**config.mk**
```make
export PLATFORM = sky130hd
export DESIGN_NAME = moie_ctrl
export DESIGN_NICKNAME = d
export VERILOG_FILES = /design/src/rtl/core/moie_pkg.sv /design/src/rtl/core/moie_ctrl.sv
export SDC_FILE = /design/constraint.sdc
export NUM_CORES = 1
export LEC_CHECK = 0
export BUFFER_PORTS_ARGS = -buffer_cell sky130_fd_sc_hd__buf_2
export CORE_ASPECT_RATIO = 1.5
export CORE_MARGIN = 2
export CORE_UTILIZATION = 60
export DETAILED_ROUTE_END_ITERATION = 8
export PLACE_DENSITY = 0.92
export SLEW_MARGIN = 20
export SYNTH_ARGS = -nofsm -noshare
export SYNTH_HDL_FRONTEND = slang
export SYNTH_SLANG_ARGS = --single-unit
```
**constraint.sdc**
```tcl
create_clock -name clk -period 5.3 [get_ports clk]
set_input_delay 0 -clock clk [delete_from_list [all_inputs] [get_ports clk]]
set_output_delay 0 -clock clk [all_outputs]
set_load 0.03 [all_outputs]
```
**src/rtl/core/moie_pkg.sv**
```systemverilog
// Shared types, codes and constants of the memory operand instruction executor.
package moie_pkg;

  localparam logic [3:0] OP_MOVE  = 4'd0;
  localparam logic [3:0] OP_ADD   = 4'd1;
  localparam logic [3:0] OP_SUB   = 4'd2;
  localparam logic [3:0] OP_MUL   = 4'd3;
  localparam logic [3:0] OP_DIV   = 4'd4;
  localparam logic [3:0] OP_LESS  = 4'd5;
  localparam logic [3:0] OP_EQUAL = 4'd6;
  localparam logic [3:0] OP_IF    = 4'd7;
  localparam logic [3:0] OP_GETC  = 4'd8;
  localparam logic [3:0] OP_GETI  = 4'd9;
  localparam logic [3:0] OP_PUTC  = 4'd10;
  localparam logic [3:0] OP_PUTI  = 4'd11;

  localparam logic [1:0] MODE_DIR = 2'd1;
  localparam logic [1:0] MODE_IND = 2'd2;

  localparam logic [2:0] ERR_NONE  = 3'd0;
  localparam logic [2:0] ERR_MEM   = 3'd1;
  localparam logic [2:0] ERR_CONST = 3'd2;
  localparam logic [2:0] ERR_DIV0  = 3'd3;
  localparam logic [2:0] ERR_JUMP  = 3'd4;
  localparam logic [2:0] ERR_END   = 3'd5;
  localparam logic [2:0] ERR_TIME  = 3'd6;

  localparam logic [7:0] CFG_PROGRAM_LENGTH = 8'd0;
  localparam logic [7:0] CFG_STEP_LIMIT     = 8'd1;

  localparam logic [30:0] STEP_LIMIT_RESET = 31'd10000000;

  typedef enum logic [3:0] {
    CK_NOP, CK_LOAD, CK_IMM, CK_RD_VAL, CK_RD_PTR, CK_CAP, CK_WR_VAL, CK_WR_PTR,
    CK_FAULT, CK_DIV, CK_COMPUTE, CK_JUDGE, CK_FINISH, CK_CLEAR
  } cmd_kind_t;

  typedef enum logic [1:0] {OPND_FIRST, OPND_SECOND, OPND_THIRD} opnd_t;

  typedef enum logic [1:0] {DST_X, DST_Y, DST_T, DST_P} dst_t;

  typedef struct packed {
    cmd_kind_t  kind;
    opnd_t      sel;
    dst_t       dst;
    logic [2:0] fault;
  } cmd_t;

  typedef struct packed {
    logic [3:0] opcode;
    logic [1:0] mode_first;
    logic [1:0] mode_second;
    logic [1:0] mode_third;
    logic       fault_any;
    logic       x_nonzero;
    logic       y_zero;
    logic       halted;
    logic       line_ok;
    logic       div_done;
    logic       clear_last;
    logic       result_busy;
  } status_t;

  typedef struct packed {
    logic [31:0] io_value;
    logic [31:0] value_third;
    logic [1:0]  mode_third;
    logic [31:0] value_second;
    logic [1:0]  mode_second;
    logic [31:0] value_first;
    logic [1:0]  mode_first;
    logic [3:0]  opcode;
  } item_t;

  typedef struct packed {
    logic [2:0]  error_code;
    logic [30:0] exit_code;
    logic        stopped;
    logic [31:0] out_value;
    logic        out_valid;
    logic [16:0] next_line;
    logic        out_kind;
  } result_t;

  typedef enum logic [4:0] {
    S_CLEAR, S_IDLE, S_DISPATCH, S_R_START, S_R_CAP1, S_R_PTR, S_R_CAP2,
    S_W_START, S_W_CAP, S_W_PTR, S_MOV_W, S_AR2, S_AR3, S_DIV_WAIT,
    S_IF2, S_IF3, S_PUT2, S_FIN
  } state_t;

  function automatic logic is_imm(input logic [1:0] mode);
    return (mode != MODE_DIR) && (mode != MODE_IND);
  endfunction

endpackage

```
**src/rtl/core/moie_ctrl.sv**
```systemverilog
// Instruction sequencer: operand fetch, store, divide wait and result hand-off.
module moie_ctrl (
  input  logic              clk,
  input  logic              rst,
  input  logic              in_valid,
  output logic              in_ready,
  input  moie_pkg::status_t status,
  output moie_pkg::cmd_t    cmd
);

  moie_pkg::state_t state, state_next;
  moie_pkg::state_t ret, ret_next;
  moie_pkg::opnd_t  rsel, rsel_next;
  moie_pkg::opnd_t  wsel, wsel_next;
  moie_pkg::dst_t   rdst, rdst_next;

  function automatic logic [1:0] mode_of(input moie_pkg::opnd_t sel,
                                         input moie_pkg::status_t st);
    logic [1:0] m;
    unique case (sel)
      moie_pkg::OPND_FIRST:  m = st.mode_first;
      moie_pkg::OPND_SECOND: m = st.mode_second;
      moie_pkg::OPND_THIRD:  m = st.mode_third;
      default:               m = st.mode_third;
    endcase
    return m;
  endfunction

  always_ff @(posedge clk) begin
    if (rst) begin
      state <= moie_pkg::S_CLEAR;
      ret   <= moie_pkg::S_IDLE;
      rsel  <= moie_pkg::OPND_FIRST;
      wsel  <= moie_pkg::OPND_FIRST;
      rdst  <= moie_pkg::DST_X;
    end else begin
      state <= state_next;
      ret   <= ret_next;
      rsel  <= rsel_next;
      wsel  <= wsel_next;
      rdst  <= rdst_next;
    end
  end

  always_comb begin
    state_next = state;
    ret_next   = ret;
    rsel_next  = rsel;
    wsel_next  = wsel;
    rdst_next  = rdst;
    in_ready   = 1'b0;
    cmd        = '{kind: moie_pkg::CK_NOP, sel: rsel, dst: rdst, fault: moie_pkg::ERR_NONE};
    unique case (state)
      moie_pkg::S_CLEAR: begin
        cmd.kind = moie_pkg::CK_CLEAR;
        if (status.clear_last) begin
          state_next = moie_pkg::S_IDLE;
        end
      end
      moie_pkg::S_IDLE: begin
        in_ready = 1'b1;
        if (in_valid) begin
          cmd.kind   = moie_pkg::CK_LOAD;
          state_next = moie_pkg::S_DISPATCH;
        end
      end
      moie_pkg::S_DISPATCH: begin
        state_next = moie_pkg::S_FIN;
        if (status.halted) begin
          state_next = moie_pkg::S_FIN;
        end else if (!status.line_ok) begin
          cmd.kind  = moie_pkg::CK_FAULT;
          cmd.fault = moie_pkg::ERR_END;
        end else begin
          priority case (status.opcode)
            moie_pkg::OP_MOVE: begin
              if (moie_pkg::is_imm(status.mode_first)) begin
                cmd.kind  = moie_pkg::CK_FAULT;
                cmd.fault = moie_pkg::ERR_CONST;
              end else begin
                rsel_next  = moie_pkg::OPND_SECOND;
                rdst_next  = moie_pkg::DST_X;
                ret_next   = moie_pkg::S_MOV_W;
                state_next = moie_pkg::S_R_START;
              end
            end
            moie_pkg::OP_ADD, moie_pkg::OP_SUB, moie_pkg::OP_MUL, moie_pkg::OP_DIV,
            moie_pkg::OP_LESS, moie_pkg::OP_EQUAL: begin
              rsel_next  = moie_pkg::OPND_FIRST;
              rdst_next  = moie_pkg::DST_X;
              ret_next   = moie_pkg::S_AR2;
              state_next = moie_pkg::S_R_START;
            end
            moie_pkg::OP_IF: begin
              rsel_next  = moie_pkg::OPND_FIRST;
              rdst_next  = moie_pkg::DST_X;
              ret_next   = moie_pkg::S_IF2;
              state_next = moie_pkg::S_R_START;
            end
            moie_pkg::OP_GETC, moie_pkg::OP_GETI: begin
              cmd.kind   = moie_pkg::CK_COMPUTE;
              wsel_next  = moie_pkg::OPND_FIRST;
              state_next = moie_pkg::S_W_START;
            end
            moie_pkg::OP_PUTC, moie_pkg::OP_PUTI: begin
              rsel_next  = moie_pkg::OPND_FIRST;
              rdst_next  = moie_pkg::DST_X;
              ret_next   = moie_pkg::S_PUT2;
              state_next = moie_pkg::S_R_START;
            end
            default: begin
              cmd.kind  = moie_pkg::CK_FAULT;
              cmd.fault = moie_pkg::ERR_END;
            end
          endcase
        end
      end
      moie_pkg::S_R_START: begin
        if (moie_pkg::is_imm(mode_of(rsel, status))) begin
          cmd.kind   = moie_pkg::CK_IMM;
          state_next = ret;
        end else begin
          cmd.kind   = moie_pkg::CK_RD_VAL;
          state_next = moie_pkg::S_R_CAP1;
        end
      end
      moie_pkg::S_R_CAP1: begin
        cmd.kind = moie_pkg::CK_CAP;
        if (mode_of(rsel, status) == moie_pkg::MODE_IND) begin
          cmd.dst    = moie_pkg::DST_P;
          state_next = moie_pkg::S_R_PTR;
        end else begin
          state_next = ret;
        end
      end
      moie_pkg::S_R_PTR: begin
        if (status.fault_any) begin
          state_next = ret;
        end else begin
          cmd.kind   = moie_pkg::CK_RD_PTR;
          state_next = moie_pkg::S_R_CAP2;
        end
      end
      moie_pkg::S_R_CAP2: begin
        cmd.kind   = moie_pkg::CK_CAP;
        state_next = ret;
      end
      moie_pkg::S_W_START: begin
        cmd.sel = wsel;
        if (moie_pkg::is_imm(mode_of(wsel, status))) begin
          cmd.kind   = moie_pkg::CK_FAULT;
          cmd.fault  = moie_pkg::ERR_CONST;
          state_next = moie_pkg::S_FIN;
        end else if (mode_of(wsel, status) == moie_pkg::MODE_DIR) begin
          cmd.kind   = moie_pkg::CK_WR_VAL;
          state_next = moie_pkg::S_FIN;
        end else begin
          cmd.kind   = moie_pkg::CK_RD_VAL;
          state_next = moie_pkg::S_W_CAP;
        end
      end
      moie_pkg::S_W_CAP: begin
        cmd.kind   = moie_pkg::CK_CAP;
        cmd.dst    = moie_pkg::DST_P;
        state_next = moie_pkg::S_W_PTR;
      end
      moie_pkg::S_W_PTR: begin
        state_next = moie_pkg::S_FIN;
        if (!status.fault_any) begin
          cmd.kind = moie_pkg::CK_WR_PTR;
        end
      end
      moie_pkg::S_MOV_W: begin
        if (status.fault_any) begin
          state_next = moie_pkg::S_FIN;
        end else begin
          cmd.kind   = moie_pkg::CK_COMPUTE;
          wsel_next  = moie_pkg::OPND_FIRST;
          state_next = moie_pkg::S_W_START;
        end
      end
      moie_pkg::S_AR2: begin
        if (status.fault_any) begin
          state_next = moie_pkg::S_FIN;
        end else begin
          rsel_next  = moie_pkg::OPND_SECOND;
          rdst_next  = moie_pkg::DST_Y;
          ret_next   = moie_pkg::S_AR3;
          state_next = moie_pkg::S_R_START;
        end
      end
      moie_pkg::S_AR3: begin
        wsel_next = moie_pkg::OPND_THIRD;
        if (status.fault_any) begin
          state_next = moie_pkg::S_FIN;
        end else if (status.opcode == moie_pkg::OP_DIV) begin
          if (status.y_zero) begin
            cmd.kind   = moie_pkg::CK_FAULT;
            cmd.fault  = moie_pkg::ERR_DIV0;
            state_next = moie_pkg::S_FIN;
          end else begin
            cmd.kind   = moie_pkg::CK_DIV;
            state_next = moie_pkg::S_DIV_WAIT;
          end
        end else begin
          cmd.kind   = moie_pkg::CK_COMPUTE;
          state_next = moie_pkg::S_W_START;
        end
      end
      moie_pkg::S_DIV_WAIT: begin
        if (status.div_done) begin
          cmd.kind   = moie_pkg::CK_COMPUTE;
          state_next = moie_pkg::S_W_START;
        end
      end
      moie_pkg::S_IF2: begin
        if (status.fault_any || !status.x_nonzero) begin
          state_next = moie_pkg::S_FIN;
        end else begin
          rsel_next  = moie_pkg::OPND_SECOND;
          rdst_next  = moie_pkg::DST_T;
          ret_next   = moie_pkg::S_IF3;
          state_next = moie_pkg::S_R_START;
        end
      end
      moie_pkg::S_IF3: begin
        state_next = moie_pkg::S_FIN;
        if (!status.fault_any) begin
          cmd.kind = moie_pkg::CK_JUDGE;
        end
      end
      moie_pkg::S_PUT2: begin
        state_next = moie_pkg::S_FIN;
        if (!status.fault_any) begin
          cmd.kind = moie_pkg::CK_COMPUTE;
        end
      end
      moie_pkg::S_FIN: begin
        if (!status.result_busy) begin
          cmd.kind   = moie_pkg::CK_FINISH;
          state_next = moie_pkg::S_IDLE;
        end
      end
      default: begin
        state_next = moie_pkg::S_IDLE;
      end
    endcase
  end

endmodule

```
==> results.py, run 1 <==
metrics = {
    "final_layout": {
        "drive_gt1_share_pct": 22.5,
        "layoutNonFillerInstCount": 281,
        "final_cell_area_um2": 1800,
        "synthToLayoutAreaGrowth_pct": 11.0,
        "n_antenna_cell": 0,
        "final_cell_mix": "32 x buf_2, 20 x a21oi_1, 19 x nand2_1",
        "layout.cells.most_common": "buf_2",
        "fin_nets": 270,
    },
    "synthesis": {
        "synth-edff-count": 0,
        "synth_top_family_by_area": "simple AND/OR/NAND/NOR gates",
        "synth_ff_type": "dfxtp_1",
        "synth-xor-area-share_pct": 2.16,
        "synth_warnings": 0,
        "avgSynthCellArea_um2": 7.30,
        "synth_fp_nets": 247,
        "synth_top_cell_by_area": "dfxtp_1",
        "synth-async-reset-ratio_pct": 0,
        "synth_area_um2": 1620,
        "synth_cell_type_count": 65,
        "synth_fa_ha_area_share_pct": 3.09,
        "synthMuxAreaShare_pct": 3.86,
        "yosysTopAreaCellShare_pct": 17.3,
        "yosys.area_share.simple_pct": 36.9,
        "ys_ff_latch": 14,
        "synth-compound-area-share_pct": 29.5,
        "seq_area_frac_synth_pct": 17.3,
        "synth_area_leaders": "dfxtp_1 17%, a21oi_1 6.2%, nand2_1 4.4%",
        "syn_inst": 222,
    },
    "detailed_routing": {
        "drcViolationCount": 0,
        "drtPass1Iterations": 4,
        "vias_per_cell": 6.61,
        "drtAntennaViolNets": 0,
        "drt_iter0_drc": 146,
        "vias": 1858,
        "routed_wl_mm": 4.74,
        "wl_per_cell_um": 16.9,
    },
    "cts": {
        "cts_tree": "yes",
        "h-tree-depth": 1,
        "path_clk_slew_ps": 60,
        "clk_latency_ps": 250,
        "post_cts_buffers": 0,
        "cts_num_sinks": 14,
        "cts_buffer_depth": 2,
        "cts_resized": 0,
        "cts_inserted_buffers": 3,
        "ctsHoldBuffers": 0,
        "root_buffer": "clkbuf_8",
    },
    "critical_path": {
        "crit_arrival_ps": 2380,
        "cp_cell_sequence": "nor3b_2 > and4b_1 > nand3_1 > o2111ai_1 > buf_2",
        "required_ps": 5300,
        "cp-start-kind": "flip-flop",
        "critPathKind": "flip-flop to output port",
        "cp_max_fo": 20,
        "endpoint_kind": "output port",
        "max_stage_delay_ps": 760,
        "slowest_stage": "dfxtp_1",
    },
    "sta": {
        "min_period_ps": 2380,
        "period_share_pct": 44.8,
        "holdWs_ps": 78.0,
        "clock.fmax_mhz": 421,
        "hold_violations": 0,
        "slew_viol_final": 0,
        "setup_violations": 0,
        "worst_slew_pin_slew_ps": 794,
        "finClkSkew_ps": 2.34,
        "tns_ps": 0,
        "rsz0062_at_grt": "false",
        "relSlewSlack_pct": 47.0,
    },
    "floorplanning": {
        "die_w_um": 46.4,
        "io_pins": 33,
        "rows": 23,
        "die_h_um": 67.6,
        "dieArea_um2": 3140,
        "start_util_pct": 61.9,
        "coreArea_um2": 2620,
    },
    "grt": {
        "track_usage_pct": 32.7,
        "antenna_found_initial": 0,
        "grt_first_pass_wirelength_mm": 7.56,
        "grt_pass1_vias": 1591,
        "grt_max_degree": 24,
        "overflow": 0,
    },
    "pwr": {
        "max-vdd-ir-drop_mv": 0.165,
        "p_per_area_nw_per_um2": 176,
        "leakagePower_nw": 0.733,
    },
    "run": {
        "max-cap-violations": 0,
    },
    "outcome": {
        "status": "complete, no violations",
    },
    "placement": {
        "place_inst": 277,
        "place_area_um2": 1740,
        "gp_congestion": 0.948,
        "port_buffers": 32,
        "dpl.hpwl_mm": 3.51,
    },
    "worst_hold_path": {
        "hold_class": "primary input to flip-flop",
    },
}
## layout make-up
cell class | count | area [um^2]
multi-input combinational | 185 | 1220
fill | 221 | 820
sequential | 14 | 280
timing repair buffer | 32 | 160
clock buffer | 4 | 55.1
tap | 37 | 46.3
inverter | 9 | 33.8
## worst max-delay path, delay by kind of cell, from the launching register on
family | cells | cell delay [ps]
AND/OR/NAND/NOR | 3 | 980
flip-flops | 1 | 760
buffers and inverters | 1 | 230
AO/OA/AOI/OAI | 1 | 140
## cells in the mapped netlist, types with 5 or more instances
master	number
nor2_1	17
nor3_1	7
o21ai_0	9
dfxtp_1	14
buf_2	9
nor2b_1	5
nand2_1	19
a21oi_1	20
nand3_1	11
nand2b_1	9
a31oi_1	6
inv_1	8
## power breakdown
part,internal [mW],leakage [nW],switching [mW]
Clock,0.0660,0.0288,0.0428
Combinational,0.0342,0.591,0.0564
Sequential,0.107,0.113,0.00997
Total,0.207,0.733,0.109
## worst paths after layout
kind | from | to | slack (ps) | cells past startpoint
max | state[1]$_SDFFE_PP0P_ | cmd[8] | 2920 | 5
min | status[6] | rdst[1]$_SDFFE_PP0P_ | 80 | 3
max reg2reg | state[1]$_SDFFE_PP0P_ | ret[3]$_SDFFE_PP0P_ | 3140 | 5
min reg2reg | rdst[0]$_SDFFE_PP0P_ | rdst[0]$_SDFFE_PP0P_ | 470 | 2
## metal layers
metal | up-vias | part of all wire (%) | GRT usage, %
met5 | - | 0 | 0
met4 | 0 | 4.8 | 16.1
met3 | 24 | 8.1 | 4.81
met2 | 118 | 50 | 55.4
met1 | 847 | 37 | 38.6
li1 | 869 | - | -
## metrics by stage
stage	utilization (%)	worst slack (ps)	power, mW
after detailed placement	66.6	3200	0.207
after CTS	68.7	2960	0.313
after floorplan	-	3490	0.181
final	68.7	2920	0.317
after global placement	66.6	3290	0.206
after global routing	68.7	2790	0.331
## logic make-up after synthesis
| kind of cell | Yosys count |
|---|---|
| flops | 14 |
| simple gates | 102 |
| mux | 6 |
| xor+xnor | 4 |
| buf+inv | 23 |
| fa+ha+maj | 4 |
| compound gates | 69 |
## sequential cells by signal (all words and copies together) (netlist names)
register,count
ret,5
state,5
rdst,2
rsel,1
wsel,1
Power figures use the tool's default switching activity.
==> run 2, diff against run 1 <==
- ABC_AREA: not set -> 1
- CORE_UTILIZATION: 60 -> 50
- PLACE_DENSITY: 0.92 -> 0.82
- clock period: 5.3 -> 2.1 ns (I/O delays scaled with it)
==> run 2 against run 1 <==
- synthesized cell count is 40% higher
- largest cell class unchanged
- core utilization shrank 7.6 points
- cell area up 7.4%
- highest routed layer unchanged
- clock power grew to 2.6 times the previous value
- global-route usage shrank 1.9 points
- first-iteration DRC count increased by 14%
- sequential power grew to 2.7 times the previous value
- register-to-register slack got worse by 2800 ps
- combinational power rose to 5.0 times the previous value
- hold slack got worse by 31 ps
- largest power group is now combinational logic
- critical path depth rose by 5
==> results.py, run 2 <==
metrics = {
    "sta": {
        "rsz0062_at_grt": "true",
        "slew_viol_final": 0,
        "finClkSkew_ps": 13.3,
        "setup_violations": 0,
        "clock.fmax_mhz": 488,
        "worst_slew_pin_slew_ps": 386,
        "hold_violations": 0,
        "holdWs_ps": 47.5,
        "min_period_ps": 2050,
        "relSlewSlack_pct": 74.2,
        "period_share_pct": 97.6,
    },
    "detailed_routing": {
        "drcViolationCount": 0,
        "drtPass1Iterations": 5,
        "wl_met3_um": 336,
        "drt_iter0_drc": 167,
        "drtAntennaViolNets": 0,
        "wl_per_cell_um": 13.7,
        "highest_layer": "met4",
        "vias_per_cell": 5.48,
        "vias": 2114,
        "routed_wl_mm": 5.27,
        "route.met2.wl_mm": 2.63,
        "drt-met1-wl_mm": 2.05,
    },
    "cts": {
        "cts_tree": "yes",
        "root_buffer": "clkbuf_8",
        "clk_latency_ps": 260,
        "cts_buffer_depth": 2,
        "h-tree-depth": 1,
        "cts_num_sinks": 14,
        "ctsHoldBuffers": 0,
        "cts_inserted_buffers": 3,
        "path_clk_slew_ps": 80,
    },
    "floorplanning": {
        "dieArea_um2": 3790,
        "rows": 25,
        "die_h_um": 74.4,
        "io_pins": 33,
        "die_w_um": 51.0,
        "coreArea_um2": 3160,
        "start_util_pct": 52.4,
    },
    "grt": {
        "grt_pass1_vias": 2019,
        "grt_max_degree": 12,
        "antenna_found_initial": 0,
        "overflow": 0,
        "track_usage_pct": 30.8,
        "grt_first_pass_wirelength_mm": 8.85,
    },
    "final_layout": {
        "n_antenna_cell": 0,
        "utilization_pct": 61.1,
        "synthToLayoutAreaGrowth_pct": 16.8,
        "layout.cells.most_common": "nand2_1",
        "fin_nets": 372,
        "final_cell_mix": "91 x nand2_1, 48 x nor2_1, 40 x inv_1, 40 x nand3_1, 31 x buf_2",
        "drive_gt1_share_pct": 18.5,
        "final_cell_area_um2": 1930,
        "reg_top3": "ret: 5 flops, state: 5 flops, rdst: 2 flops",
    },
    "synthesis": {
        "avgSynthCellArea_um2": 5.34,
        "synth_cell_type_count": 27,
        "yosys.cell_count.top_type": "nand2_1",
        "synth_area_um2": 1650,
        "syn_inst": 310,
        "ys_ff_latch": 14,
        "synth-async-reset-ratio_pct": 0,
        "synth_warnings": 0,
        "synth_top_cell_by_area": "nand2_1",
        "synth_fp_nets": 335,
        "synth_ff_type": "dfxtp_1",
        "synth-edff-count": 0,
        "ys_top_cells_by_count": "91 x nand2_1, 49 x nor2_1, 40 x inv_1, 40 x nand3_1, 18 x o21ai_0",
        "seq_area_frac_synth_pct": 16.9,
        "synth_area_leaders": "nand2_1 21%, dfxtp_1 17%, nand3_1 12%",
        "yosysTopAreaCellShare_pct": 20.7,
    },
    "critical_path": {
        "required_ps": 2100,
        "cp-start-kind": "flip-flop",
        "cp_max_fo": 4,
        "critPathKind": "flip-flop to output port",
        "r2r_cells": 12,
        "crit_arrival_ps": 2050,
        "endpoint_kind": "output port",
    },
    "placement": {
        "dpl.hpwl_mm": 4.22,
        "gp_congestion": 1.05,
        "port_buffers": 32,
        "place_area_um2": 1860,
    },
    "worst_hold_path": {
        "hold_class": "primary input to flip-flop",
        "hold_path_depth": 2,
    },
    "run": {
        "max-cap-violations": 0,
    },
    "outcome": {
        "status": "complete, no violations",
    },
    "pwr": {
        "total_power_mw": 1.05,
        "leakagePower_nw": 1.08,
        "p_per_area_nw_per_um2": 542,
        "max-vdd-ir-drop_mv": 0.392,
    },
}
==> run 2: cell types whose count changed after synthesis, moves of 5 or more <==
cell and change:
nand2_1 +72, inv_1 +32, nor2_1 +32, nand3_1 +29
a21oi_1 -9, nand2b_1 -9, o21ai_0 +9, buf_2 -7
a31oi_1 -5, nand2_2 +5, nor2b_1 -5
==> run 2: kinds of logic after synthesis <==
logic type	count (synthesis)	synth area share (%)
buffers and inverters	48	11.6
AO/OA/AOI/OAI	36	12.1
flip-flops	14	16.9
adder cells (fa/ha/maj)	4	3.03
AND/OR/NAND/NOR	208	56.3
==> run 2: area by class of cell <==
class                      count  area, um^2
multi-input combinational    248        1180
sequential                    14         282
tap                           40        50.0
clock buffer                   4        55.1
inverter                      43         161
fill                         340        1230
timing repair buffer          37         200
==> run 2: path summary, 6_finish.rpt <==
check	to	start	slack (ps)
worst max register to register	state[4]$_SDFFE_PP0P_	rsel[0]$_SDFFE_PP0P_	310
worst min register to register	rdst[0]$_SDFFE_PP0P_	rdst[0]$_SDFFE_PP0P_	460
worst min-delay path	wsel[1]$_SDFFE_PP0P_	rst	50
worst max-delay path	cmd[10]	wsel[1]$_SDFFE_PP0P_	50
==> run 2: power by group <==
part	internal [mW]	leakage, nW	total [mW]	switching (mW)
sequential	0.287	0.114	0.312	0.0250
clock	0.167	0.0288	0.284	0.117
combinational	0.142	0.940	0.450	0.308
total	0.597	1.08	1.05	0.450
==> run 2: metrics by stage <==
stage | instances | setup WS (ps) | TNS, ps
finish | 386 | 51.1 | 0
global route | 386 | -53.4 | -53.4
CTS | 385 | 0.0295 | 0
detailed placement | 381 | 291 | 0
global placement | 381 | 318 | 0
floorplan | 310 | 463 | 0
==> run 2: timing repair <==
action	in CTS	in global routing
hold endpoints to repair	0	0
gates resized for setup	0	5
setup buffers	0	1
setup endpoints to repair	0	2
==> run 2: metal layers <==
metal	vias to the layer above	GRT usage, %
met1	921	35.0
met3	27	3.82
met2	100	53.7
li1	1066	-
met5	-	0
met4	0	19.8
==> run 2: worst max-delay path: stages (launching register included) <==
cell and delay [ps]:
dfxtp_2 360, inv_1 60, or2_2 270, o21ai_1 110
inv_1 80, ha_1 290, nand2_1 110, o21ai_0 90
nor3_1 130, nand3_1 90, clkbuf_4 190
